--- config.mk ---
export PLATFORM = sky130hd
export DESIGN_NAME = aad_fifo
export DESIGN_NICKNAME = d
export VERILOG_FILES = /design/src/hdl/aad_pkg.sv /design/src/hdl/aad_fifo.sv
export SDC_FILE = /design/constraint.sdc
export NUM_CORES = 1
export LEC_CHECK = 0
export BUFFER_PORTS_ARGS = -buffer_cell sky130_fd_sc_hd__buf_2
export CAP_MARGIN = 40
export CORE_ASPECT_RATIO = 0.75
export CORE_UTILIZATION = 56
export CTS_CLUSTER_SIZE = 16
export DETAILED_ROUTE_END_ITERATION = 6
export PLACE_DENSITY = 0.83
export SKIP_CTS_REPAIR_TIMING = 1
export SYNTH_ARGS = -nofsm -noshare
export SYNTH_HDL_FRONTEND = slang
export SYNTH_SLANG_ARGS = --single-unit
--- constraint.sdc ---
create_clock -name i_clk -period 11.76 [get_ports i_clk]
set_input_delay 1.176 -clock i_clk [delete_from_list [all_inputs] [get_ports i_clk]]
set_output_delay 1.176 -clock i_clk [all_outputs]
set_load 0.02 [all_outputs]
--- src/hdl/aad_pkg.sv ---
`timescale 1ns / 1ps
// ----------------------------------------------------------------------------
// aad_pkg
// Shared types and constants of the area average downscaler.
// ----------------------------------------------------------------------------
package aad_pkg;

    localparam int COL_LIMIT = 256;
    localparam int MAX_DIM   = 4096;
    localparam int ROW_LIMIT = 1024;

    // configuration register indexes
    localparam logic [2:0] REG_FRAME_WIDTH  = 3'd0;
    localparam logic [2:0] REG_FRAME_HEIGHT = 3'd1;
    localparam logic [2:0] REG_CELL_COLS    = 3'd2;
    localparam logic [2:0] REG_CELL_ROWS    = 3'd3;

    // per column accumulator entry
    typedef struct packed {
        logic [31:0] sum_r;
        logic [31:0] sum_g;
        logic [31:0] sum_b;
        logic [24:0] cnt;
    } t_acc;

    // finished cell handed from front to back
    typedef struct packed {
        logic [7:0]  col;
        logic [9:0]  row;
        logic        done;
        t_acc        acc;
    } t_cell;

endpackage

--- src/hdl/aad_fifo.sv ---
`timescale 1ns / 1ps
// ----------------------------------------------------------------------------
// aad_fifo
// Two entry queue of finished cells between front and back.
// ----------------------------------------------------------------------------
module aad_fifo (
    input  logic          i_clk,
    input  logic          i_rst_n,
    input  logic          i_push,
    input  aad_pkg::t_cell i_data,
    output logic          o_full,
    input  logic          i_pop,
    output logic          o_empty,
    output aad_pkg::t_cell o_data
);
    import aad_pkg::*;

    t_cell      r_mem [2];
    logic       r_wp;
    logic       r_rp;
    logic [1:0] r_cnt;

    assign o_full  = (r_cnt == 2'd2);
    assign o_empty = (r_cnt == 2'd0);
    assign o_data  = r_mem[r_rp];

    always_ff @(posedge i_clk) begin
        if (i_push && !o_full) begin
            r_mem[r_wp] <= i_data;
        end
    end

    always_ff @(posedge i_clk) begin
        if (!i_rst_n) begin
            r_wp  <= 1'b0;
            r_rp  <= 1'b0;
            r_cnt <= 2'd0;
        end else begin
            if (i_push && !o_full) begin
                r_wp <= ~r_wp;
            end
            if (i_pop && !o_empty) begin
                r_rp <= ~r_rp;
            end
            r_cnt <= r_cnt + {1'b0, (i_push && !o_full)} - {1'b0, (i_pop && !o_empty)};
        end
    end

    a_no_overflow: assert property (@(posedge i_clk) disable iff (!i_rst_n)
        r_cnt != 2'd3) else $error("cell queue count out of range");

endmodule

# --- Word-level counts from Yosys, hierarchy flattened ---
# Memory sizes are Yosys's and may differ from the RTL's. A register that Yosys moved wholly into a read port is not among the register bits.
# Index checks and enable logic that the tools add are counted.
word_totals:
  regBits: 4
  ram_bits: 280
  inputBits: 144
  output_inout_bits: 142
  wordCells: 18
  mem_count: 1
mem_list:
  columns: ["name", "words", "word_bits", "rd", "rd_ports_with_merged_regs", "wr", "line", "source"]
  rows:
  - ["r_mem", 2, 140, 1, 1, 1, "aad_fifo.sv:18", "t_cell r_mem [2];"]
classes:
  add_sub_neg: 2
  n_eq_ne: 1
  muxes: 4
  n_bitwise: 2
  reduce_logical: 5
op_table:
  columns: ["op", "count"]
  rows:
  - ["$mux W1", 4]
  - ["$add A2 B1 Y2", 1]
  - ["$eq A2 B2 Y1 const B", 1]
  - ["$logic_and A1 B1 Y1", 2]
  - ["$logic_not A1 Y1", 2]
  - ["$logic_not A2 Y1", 1]
  - ["$not A1 Y1", 2]
  - ["$sub A2 B1 Y2", 1]

# --- Logic depth before layout (Yosys ltp) ---
depth:
  word_depth: 5
  depth_mapped: 8
  mapped_depth_nobuf: 8

# --- Worst setup path after synthesis ---
# Ideal clock, no wire load.
synth_path:
  path_kind: "input to register"
  from: "in i_push"
  to: "mem r_mem[0][0] in the netlist's numbering, enable pin"
  setup_ns: 0.641
  arrival_time_ns: 7.084
  required_time_ns: 11.119
  slack_ns: 4.035
  path_stages: 2
  n_path_buf: 0
  cell_sequence: "nand2_1 -> nor2_1"
synth_between:
  elab_chain_len: 3
synth_rtl:
  columns: ["item", "line", "source"]
  rows:
  - ["start: declaration", "aad_fifo.sv:9", "input logic i_push,"]
  - ["$logic_and A1 B1 Y1", "aad_fifo.sv:28", "if (i_push && !o_full) begin"]
  - ["$mux W1", "aad_fifo.sv:28", null]
  - ["$mux W1 (implied by the code)", "aad_fifo.sv:29", "r_mem[r_wp] <= i_data;"]
  - ["end: declaration", "aad_fifo.sv:18", null]
# Every way passes these cells.

==> run summary <==
GP Congestion -> 0.754
Comb power frac -> 0.277
Tmin final -> 3.74 ns
Clk sinks -> 285
Synthesized Nets -> 607
Post-route ant nets -> 0
Ratio of cells with drive above 1 in the final layout -> 0.598
Routed WL per cell -> 19.6 µm
Setup violators final -> 0
CTS H-tree lvls -> 1
First-pass GRT wire length -> 29600 µm
Crit Path Class -> reg -> out
Clock Skew -> 0.0137 ns
Clk Latency, worst-skew pair -> 0.52 ns
Fill cells -> 1117
Row count -> 43
Worst reg2reg startpoint -> r_cnt[0]
Die X -> 162 µm
Dpl hpwl -> 13500 µm
Initial DRC count -> 316
Int Pwr -> 2.12 mW
Crit path DAT -> 2.56 ns
Dpl cells -> 985
Post-Synth Simple-Gate Area -> 0.00547
Initial antenna violation count -> 2
Io pins -> 286
Net Sw Power -> 0.857 mW
Pin count of the biggest net entering global routing -> 68
Non-filler cells, final -> 1034
Power Total -> 2.98 mW
Syn_area_per_cell -> 23.3 µm²
Post-synthesis to final-layout area growth -> 23.8%
Seq pwr share -> 0.446
CP required -> 10.58 ns
Starting Density -> 0.576
Pins Over Slew Limit -> 0
Synth Area in Adders -> 0.00233
Critical Path Source Type -> flip-flop
Reg2Reg Depth -> 4
Max_cap viols -> 0
Count of unique library cells instantiated by Yosys -> 18
R2r setup slk -> 9.25 ns
Yosys reg bits -> 285
YS warnings -> 0
Crit path capture type -> output pin
Clock-pin slew on the worst setup and hold paths -> 0.06 ns
Pwr Density -> 224 nW/µm²
Core box area -> 18700 µm²
Detailed Routing Iterations Pass 1 -> 4
Post-Synth XOR/XNOR Area -> 0.00244
Switching share of power -> 0.288
RSZ-0062 raised after global routing -> no
RR Endpoint -> r_mem[1][113]
Final wirelength -> 20200 µm
Root Driver -> clkbuf_16
Most common cell after layout, fill and taps aside -> buf_2
Port Buffer Count -> 285
Slew headroom -> 0.417
Post-route DRC -> 0
Worst Max-Slew Pin Slew -> 0.875 ns
Post-placement cell area -> 12500 µm²
Synth Area in Compound Gates -> 0.000698
Multiplexer share of the synthesized area -> 0.182
Hold Crit Class -> reg -> reg
DR vias/cell -> 5.22
CTS Buf Count -> 27
Grt ovf -> 0
Layout net count -> 913
TritonCTS clock tree -> yes
Largest family of logic cells by synthesized area -> multiplexers
Leakage -> 5.17 nW
CTS Buffer Depth -> 3
Mapped Area -> 10800 µm²
Mapped Cells -> 461
Most frequent cells in the layout -> buf_2, edfxtp_1, mux2_4
Vias -> 5397
Status -> completed
Die ar. -> 19800 µm²
Fin crit share -> 0.318
Worst-path fanout max -> 50
Max Fclk -> 0.267 GHz
Endpoint of the worst setup timing path -> o_data[29]
Share of total power in the clock network -> 0.278
Setup TNS Final -> 0 ns
Fin area -> 13300 µm²
Die Y -> 122 µm
Vias in the first global route -> 5480
Register area share after synthesis -> 0.791
Peak supply drop -> 0.000180 V
Count of final hold-check violations -> 0
All-Layer GR Usage -> 0.198
## worst min path at each step
| stage | depth (start not counted) | endpoint | from |
|---|---|---|---|
| after detailed placement | 2 | flip-flop | r_rp |
| final | 2 | flip-flop | r_rp |
| after floorplan | 2 | r_wp | r_wp |
| after global routing | 2 | flip-flop | r_rp |
| after global placement | 2 | r_wp | r_wp |
| after CTS | 2 | flip-flop | r_rp |
## through the flow
stage | setup WS (ns) | hold slack (ns) | util
2_1_floorplan | 4.04 | 0.455 | -
3_3_place_gp | 8.37 | 0.516 | 0.663
3_5_place_dp | 8.54 | 0.536 | 0.668
4_1_cts | 7.97 | 0.564 | 0.713
5_1_grt | 7.92 | 0.605 | 0.713
6_report | 8.02 | 0.563 | 0.713
## cells by family (layout without fill, tap and decap cells)
| family | after synthesis | after routing |
|---|---|---|
| flops | 285 | 285 |
| mux | 141 | 141 |
| buf+inv | 18 | 343 |
| simple gates | 11 | 11 |
| xor+xnor | 3 | 3 |
| fa+ha+maj | 2 | 2 |
| compound gates | 1 | 1 |
| other cells | 0 | 1 |
## final cells by class
cell class | instances | area [µm²] | area share
Sequential cell | 285 | 8510 | 0.639
Multi-Input combinational cell | 158 | 2090 | 0.157
Timing Repair Buffer | 293 | 1550 | 0.116
Clock inverter | 14 | 144 | 0.0108
Tap cell | 247 | 309 | 0.0232
Inverter | 2 | 7.51 | 0.000564
Clock buffer | 34 | 702 | 0.0527
Antenna cell | 1 | 2.50 | 0.000188
## power by group through the flow
stage	clock network [mW]	logic [mW]	registers, mW
6_report	0.827	0.824	1.33
5_1_grt	0.880	0.870	1.34
4_1_cts	0.842	0.832	1.33
3_5_place_dp	0	0.827	1.35
3_3_place_gp	0	0.797	1.34
2_1_floorplan	0	0.611	1.35
## per-layer routing
layer | vias to the layer above | global-route usage | part of all wire
met3 | 33 | 0.0599 | 0.086
met2 | 249 | 0.325 | 0.47
met4 | 2 | 0.0466 | 0.019
met1 | 2669 | 0.261 | 0.42
met5 | - | 0 | 0.00074
li1 | 2444 | - | -
## registers in the layout, indices dropped and copies added, names as in the netlist, named ones only
register and count:
r_cnt 2, r_wp 1, r_mem 280, r_rp 1
## critical path, stage by stage, from the launching register on
cell and delay (ns):
dfxtp_4 0.66, buf_4 0.77, mux2_2 0.42, buf_2 0.16
## synth_stat cells, drive strengths merged
cell type,instances,area share
mux2i,1,0.00093
mux2,140,0.18
nor2b,2,0.0012
xnor2,3,0.0024
and2,2,0.0012
nor2,2,0.00070
dfxtp,5,0.0093
edfxtp,280,0.78
buf,16,0.015
and3,1,0.00058
o21a,1,0.00070
nand2b,2,0.0012
nand2,2,0.00070
inv,2,0.00070
ha,2,0.0023
(Power assumes the default switching activity.)
