[config.mk]
export PLATFORM = sky130hd
export DESIGN_NAME = aad_back
export DESIGN_NICKNAME = d
export VERILOG_FILES = /design/src/hdl/aad_pkg.sv /design/src/hdl/aad_back.sv
export SDC_FILE = /design/constraint.sdc
export NUM_CORES = 1
export LEC_CHECK = 0
export ABC_AREA = 1
export BUFFER_PORTS_ARGS = -buffer_cell sky130_fd_sc_hd__buf_2
export CAP_MARGIN = 40
export CORE_UTILIZATION = 64
export CTS_BUF_LIST = sky130_fd_sc_hd__clkbuf_16
export CTS_CLUSTER_DIAMETER = 150
export CTS_CLUSTER_SIZE = 16
export DETAILED_ROUTE_END_ITERATION = 10
export GPL_TIMING_DRIVEN = 0
export PLACE_DENSITY = 0.9
export SKIP_CTS_REPAIR_TIMING = 1
export SYNTH_ARGS = -nofsm -noshare
export SYNTH_HDL_FRONTEND = slang
export SYNTH_SLANG_ARGS = --single-unit
[constraint.sdc]
create_clock -name i_clk -period 6.1 [get_ports i_clk]
set_input_delay 0.305 -clock i_clk [delete_from_list [all_inputs] [get_ports i_clk]]
set_output_delay 0.305 -clock i_clk [all_outputs]
set_load 0.05 [all_outputs]
[src/hdl/aad_pkg.sv]
`timescale 1ns / 1ps
// ----------------------------------------------------------------------------
// aad_pkg
// Shared types and constants of the area average downscaler.
// ----------------------------------------------------------------------------
package aad_pkg;

    localparam int COL_LIMIT = 256;
    localparam int MAX_DIM   = 4096;
    localparam int ROW_LIMIT = 1024;

    // configuration register indexes
    localparam logic [2:0] REG_FRAME_WIDTH  = 3'd0;
    localparam logic [2:0] REG_FRAME_HEIGHT = 3'd1;
    localparam logic [2:0] REG_CELL_COLS    = 3'd2;
    localparam logic [2:0] REG_CELL_ROWS    = 3'd3;

    // per column accumulator entry
    typedef struct packed {
        logic [31:0] sum_r;
        logic [31:0] sum_g;
        logic [31:0] sum_b;
        logic [24:0] cnt;
    } t_acc;

    // finished cell handed from front to back
    typedef struct packed {
        logic [7:0]  col;
        logic [9:0]  row;
        logic        done;
        t_acc        acc;
    } t_cell;

endpackage

[src/hdl/aad_back.sv]
`timescale 1ns / 1ps
// ----------------------------------------------------------------------------
// aad_back
// Mean of each channel by shared restoring division, one bit a cycle.
// ----------------------------------------------------------------------------
module aad_back (
    input  logic           i_clk,
    input  logic           i_rst_n,
    input  logic           i_cell_empty,
    input  aad_pkg::t_cell i_cell,
    output logic           o_cell_pop,
    output logic           o_empty,
    input  logic           i_pop,
    output logic [7:0]     o_cell_col,
    output logic [9:0]     o_cell_row,
    output logic [7:0]     o_avg_red,
    output logic [7:0]     o_avg_green,
    output logic [7:0]     o_avg_blue,
    output logic           o_frame_done
);
    import aad_pkg::*;

    typedef enum logic {B_IDLE, B_DIV} t_bstate;

    t_bstate     r_state;
    logic [2:0]  r_cnt;
    logic [31:0] r_rem_r, r_rem_g, r_rem_b;
    logic [31:0] r_div;
    logic [7:0]  r_qr, r_qg, r_qb;
    logic [7:0]  r_col;
    logic [9:0]  r_row;
    logic        r_done;
    logic        r_zero;
    logic        r_ovld;
    logic        ge_r, ge_g, ge_b;

    assign ge_r = r_rem_r >= r_div;
    assign ge_g = r_rem_g >= r_div;
    assign ge_b = r_rem_b >= r_div;

    assign o_cell_pop   = (r_state == B_IDLE) && !i_cell_empty && !r_ovld;
    assign o_empty      = !r_ovld;
    assign o_cell_col   = r_col;
    assign o_cell_row   = r_row;
    assign o_frame_done = r_done;
    assign o_avg_red    = r_zero ? 8'd0 : r_qr;
    assign o_avg_green  = r_zero ? 8'd0 : r_qg;
    assign o_avg_blue   = r_zero ? 8'd0 : r_qb;

    always_ff @(posedge i_clk) begin
        if (!i_rst_n) begin
            r_state <= B_IDLE;
            r_ovld  <= 1'b0;
            r_cnt   <= 3'd0;
        end else begin
            if (i_pop && r_ovld) begin
                r_ovld <= 1'b0;
            end
            case (r_state)
                B_IDLE: begin
                    if (o_cell_pop) begin
                        r_rem_r <= i_cell.acc.sum_r;
                        r_rem_g <= i_cell.acc.sum_g;
                        r_rem_b <= i_cell.acc.sum_b;
                        // the mean is below 256, so eight quotient bits suffice
                        r_div   <= {i_cell.acc.cnt, 7'd0};
                        r_zero  <= (i_cell.acc.cnt == 25'd0);
                        r_col   <= i_cell.col;
                        r_row   <= i_cell.row;
                        r_done  <= i_cell.done;
                        r_cnt   <= 3'd7;
                        r_state <= B_DIV;
                    end
                end
                B_DIV: begin
                    r_rem_r <= ge_r ? r_rem_r - r_div : r_rem_r;
                    r_rem_g <= ge_g ? r_rem_g - r_div : r_rem_g;
                    r_rem_b <= ge_b ? r_rem_b - r_div : r_rem_b;
                    r_qr    <= {r_qr[6:0], ge_r};
                    r_qg    <= {r_qg[6:0], ge_g};
                    r_qb    <= {r_qb[6:0], ge_b};
                    r_div   <= {1'b0, r_div[31:1]};
                    r_cnt   <= r_cnt - 3'd1;
                    if (r_cnt == 3'd0) begin
                        r_ovld  <= 1'b1;
                        r_state <= B_IDLE;
                    end
                end
                default: r_state <= B_IDLE;
            endcase
        end
    end

    a_div_no_result: assert property (@(posedge i_clk) disable iff (!i_rst_n)
        (r_state == B_DIV) |-> !r_ovld) else $error("result shown while dividing");
    a_result_after_div: assert property (@(posedge i_clk) disable iff (!i_rst_n)
        $rose(r_ovld) |-> $past(r_state) == B_DIV) else $error("result without division");

endmodule

# ---- Yosys cells after proc, flatten, opt, wreduce, memory -nomap -nowiden
# Cells that the tools add are included.
dict set report totals {
  romBits 0
  mem_count 0
  latchBits 0
  reg_bits 177
  mem_bits_rw 0
  word_cells 61
}
dict set report op_classes {
  add_sub_neg 4
  eq_ne 4
  n_reduce_logical 13
  bitwise 1
  shifts 0
  mul 0
  div_mod_pow 0
  magnitude_cmp 3
  n_mux 22
}
# cell n
set ops {}
lappend ops {{32-bit case mux with 2 select lines} 4}
lappend ops {{32-bit 2-to-1 mux} 7}
lappend ops {{32-bit >= comparator} 3}
lappend ops {{32-bit subtractor} 3}
lappend ops {{25-bit zero test} 1}
lappend ops {{8-bit 2-to-1 mux} 3}
lappend ops {{3-bit AND reduction} 4}
lappend ops {{2-bit by 1-bit inequality test with 1-bit output (second input constant)} 3}
lappend ops {{3-bit case mux with 2 select lines} 1}
lappend ops {{1-bit 2-to-1 mux} 5}
lappend ops {{2-bit AND reduction} 2}
lappend ops {{1-bit logical AND} 3}
lappend ops {{3-bit zero test} 1}
lappend ops {{3-bit 2-to-1 mux} 1}
lappend ops {{3-bit by 1-bit subtractor with 3-bit output (second input constant)} 1}
lappend ops {{1-bit zero test} 2}
lappend ops {{2-bit inequality test (second input constant)} 1}
lappend ops {{1-bit case mux with 2 select lines} 1}
lappend ops {{1-bit inverter} 1}

# ---- Longest topological paths before layout
dict set report logic_depth {
  word_depth 5
  ltp_mapped 15
}

# ---- Worst setup path before layout
# No wires, ideal clock.
dict set report synth_path {
  kind {flip-flop to flip-flop}
  startpoint {register r_state}
  endpoint {register r_rem_b[0] (enable)}
  n_path_buf 0
  setup_time_ns 0.389
  path_stages_with_launch 6
  path_slack_ns 2.200
  required_time_ns 5.711
  period_less_slack_ns 3.900
  arrival_ns 3.510
  path_cell_list {dfxtp_1 > nor3_1 > inv_1 > nor2_1 > inv_1 > nand2_1}
}
dict set report synth_between {
  elab_chain_cells 5
}
# item line
set synth_lines {}
lappend synth_lines {{from (decl)} aad_back.sv:25} ;# t_bstate r_state;
lappend synth_lines {{from (signal assigned)} aad_back.sv:52} ;# r_state <= B_IDLE;
lappend synth_lines {{from (signal assigned)} aad_back.sv:72} ;# r_state <= B_DIV;
lappend synth_lines {{from (signal assigned)} aad_back.sv:86} ;# r_state <= B_IDLE;
lappend synth_lines {{1-bit inverter (no source line)} n/a}
lappend synth_lines {{1-bit logical AND (2 in series)} aad_back.sv:41} ;# assign o_cell_pop = (r_state == B_IDLE) && !i_cell_empty && !r_ovld;
lappend synth_lines {{net o_cell_pop} aad_back.sv:11} ;# output logic o_cell_pop,
lappend synth_lines {{2-bit inequality test (no source line)} n/a}
lappend synth_lines {{3-bit AND reduction (no source line)} n/a}
lappend synth_lines {{to (signal assigned)} aad_back.sv:64} ;# r_rem_b <= i_cell.acc.sum_b;
lappend synth_lines {{to (signal assigned)} aad_back.sv:78} ;# r_rem_b <= ge_b ? r_rem_b - r_div : r_rem_b;
lappend synth_lines {{to (decl)} aad_back.sv:27} ;# logic [31:0] r_rem_r, r_rem_g, r_rem_b;
# The timed path passes the listed nets, and every way through them passes these cells.
# A chain may end at the register's enable or synchronous reset.

# ---- Worst setup path in the final report
dict set report layout_path {
  startpoint {register r_div[0]}
  endpoint {register r_rem_b[14] (enable)}
}
dict set report layout_between {
  elab_chain_cells 3
}
# item line
set layout_lines {}
lappend layout_lines {{from (decl)} aad_back.sv:28} ;# logic [31:0] r_div;
lappend layout_lines {{from (signal assigned)} aad_back.sv:66} ;# r_div <= {i_cell.acc.cnt, 7'd0};
lappend layout_lines {{from (signal assigned)} aad_back.sv:82} ;# r_div <= {1'b0, r_div[31:1]};
lappend layout_lines {{32-bit >= comparator} aad_back.sv:39} ;# assign ge_b = r_rem_b >= r_div;
lappend layout_lines {{net ge_b} aad_back.sv:35} ;# logic ge_r, ge_g, ge_b;
lappend layout_lines {{2-bit by 1-bit inequality test with 1-bit output (no source line)} n/a}
lappend layout_lines {{3-bit AND reduction (no source line)} n/a}
# The timed path passes the listed nets, and every way through them passes these cells.

==> reports/results.ini <==
[sta]
fmax_mhz=302
slew_violations=0
setup_viol=0
skew_ns=0.0184
tns_ns=0
slew_headroom_pct=39.1
fin_crit_sh_pct=54.4
whs_ns=0.0262
period_minus_slack_ns=3.32
hold_violations=0
tightest_slew_ns=0.911
rsz0062_at_grt=false

[global_routing]
overflow=0
grt_max_degree=34
grt_pass1_wl_mm=66.8
antenna_found_initial=0
grt_pass1_vias=13600
track_usage_pct=39.0

[clock_tree]
clk_latency_ns=0.46
clock-sinks=177
cts_tree=yes
clkSlewWorstSetupHoldPaths_ns=0.08
clock_path_buffers=2
h-tree-depth=4
cts_buffers=17
cts_root_buffer=clkbuf_16

[synth]
synth_top_area_share_pct=36.2
synth_largest_area_cell=edfxtp_1
ys_seq_elements=177
yosys_most_used_dff=edfxtp_1
async_flop_share_pct=0
synth_cell_types=32
syn_inst=2120
syn_area_um2=14300
synth.avg_cell_area_um2=6.73
synth.area.top_cells=edfxtp_1, nand2_1, inv_1
ys_warn_count=0
syn_nets=2365
synth.yosys.seq_area_share_pct=36.9
synth-edff-count=172

[critical_path]
critPathMaxFanout=32
path_buf_inv=1
arrival_ns=3.30
critPathMaxStageDelay_ns=0.50
worst_path_most_repeated_cell=nand2_1
path_cells=ha_1, inv_1, fa_1, nand3_1, nand3_1, nand2_1, nand2_1, nand2_1, nand2_2, nor2_1, o21ai_2, nand2_1, nand2_2
cp-start-kind=flop
critical_path_class=reg -> reg
crit_slowest_cell=nand2_2
cp-end-kind=flop
crit_required_ns=6.09
cpLargestDelayFamily=simple AND/OR/NAND/NOR gates
r2r_setup_slack_ns=2.78

[routing]
drt_wl_total_mm=44.6
firstDrtPassIters=8
initialDrtViolationCount=1205
num_vias=14500
drtAntennaViolNets=0
vias_per_cell=5.51
wl_per_cell_um=17.0
drc=0

[power]
p_seq_share_pct=33.1
pwr-share-clk_pct=23.8
power.leakage_nw=8.89
ir_worst_vdd_v=0.000168
power.internal_mw=2.76
pwr-share-comb_pct=43.1
switching_power_mw=1.99
power_density_nw_per_um2=292
power_switching_share_pct=42.0

[floorplanning]
fp.dieW_um=151
core_um2=21800
die_h_um=151
placementRows=54
initial_core_util_pct=65.4
dieArea_um2=22900
io_pins=189

[final_layout]
layout-drive-gt1-share_pct=10.8
area_growth_syn_to_layout_pct=13.9
stdcell_area_um2=16300
nets=2577

[placed_design]
hpwlAfterDp_mm=35.9
dpl_cell_area_um2=15700
port-buffer-count=188
place.gp.congestion=1.00

[flow_run]
drv_cap=0

[min_path]
hp-class=in -> reg

[status]
status=finished clean

## stage by stage
| step | util [%] | setup WS [ns] | std cells | total power [mW] |
|---|---|---|---|---|
| 2_1_floorplan | - | 2.20 | 2120 | 3.02 |
| 3_3_place_gp | 71.3 | 2.11 | 2588 | 3.50 |
| 3_5_place_dp | 71.8 | 2.83 | 2592 | 3.58 |
| 4_1_cts | 74.4 | 2.81 | 2624 | 4.68 |
| 5_1_grt | 74.5 | 2.64 | 2625 | 5.00 |
| 6_report | 74.5 | 2.78 | 2626 | 4.75 |
## Yosys cell counts, types with 2 or more instances
| master | n |
|---|---|
| nand2_1 | 848 |
| nand3_1 | 124 |
| dfxtp_1 | 5 |
| fa_1 | 3 |
| buf_2 | 7 |
| nor3_1 | 15 |
| o21ai_1 | 12 |
| nand4_1 | 7 |
| inv_1 | 407 |
| o21ai_0 | 67 |
| xnor2_1 | 42 |
| a21oi_1 | 69 |
| o21bai_1 | 5 |
| nand2_2 | 16 |
| ha_1 | 98 |
| nor4_1 | 6 |
| clkbuf_1 | 20 |
| nand3b_1 | 19 |
| a21o_1 | 3 |
| and2_1 | 7 |
| nor2_1 | 156 |
| and3_1 | 2 |
| buf_1 | 2 |
| edfxtp_1 | 172 |
## state kept, by name, indices dropped and copies added, names as in the netlist
name          cells
r_qr              8
r_rem_r          32
r_rem_g          32
r_rem_b          32
r_div            32
o_cell_col        8
r_zero            1
o_frame_done      1
r_state           1
r_qg              8
r_cnt             3
o_cell_row       10
r_qb              8
r_ovld            1
## logic make-up (layout without fill, tap and decap cells)
group	after synthesis	after routing	synth area share (%)
other	0	1	0
adders and majority gates	101	101	9.01
buffers and inverters	437	662	11.6
and+or+nand+nor	1202	1202	34.0
DFF	177	177	36.9
xor gates and xnor gates	42	42	2.58
AOI/OAI and AO/OA	161	161	5.90
## per-layer routing
layer | global-route usage (%) | up-vias | part of all wire, %
met5 | 0 | - | 0
li1 | - | 7044 | -
met4 | 19.0 | 0 | 4.4
met1 | 47.9 | 6591 | 39
met2 | 67.1 | 703 | 48
met3 | 5.21 | 143 | 9.1
## path summary, 6_finish.rpt
check                    from            end  cells after the start
hold / removal    i_cell[135]  o_cell_col[3]                      1
setup / recovery     r_div[0]    r_rem_b[14]                     13
hold reg to reg       r_qg[1]        r_qg[2]                      0
setup reg to reg     r_div[0]    r_rem_b[14]                     13
## cell usage in the layout (no fill, tap or decap), types with 6 or more instances in the layout
cell / count
o21ai_0: 67
xnor2_1: 42
o21ai_1: 12
nand4_1: 7
and2_1: 7
clkbuf_1: 20
nor3_1: 15
ha_1: 98
nor2_1: 154
clkbuf_16: 17
nand2_1: 846
buf_2: 195
nand2_2: 18
a21oi_1: 69
nand3_1: 124
nor4_1: 6
nand3b_1: 19
inv_1: 408
edfxtp_1: 172
## power by group through the flow
stage               sequential, mW  combinational (mW)  clock (mW)
finish                        1.57                2.05        1.13
floorplan                     1.61                1.41           0
detailed placement            1.60                1.99           0
CTS                           1.57                2.00        1.12
global placement              1.59                1.91           0
global route                  1.58                2.26        1.16
## layout make-up
| class | instances | area (µm²) |
|---|---|---|
| multi-input combinational | 1506 | 7370 |
| fill | 1802 | 5570 |
| sequential | 177 | 5270 |
| inverter | 408 | 1530 |
| timing repair buffer | 193 | 1040 |
| clock buffer | 17 | 425 |
| tap | 280 | 350 |
| clock inverter | 15 | 151 |
| buffer | 29 | 118 |
| antenna | 1 | 2.50 |
Note: power is estimated with default switching activity, not from simulation.
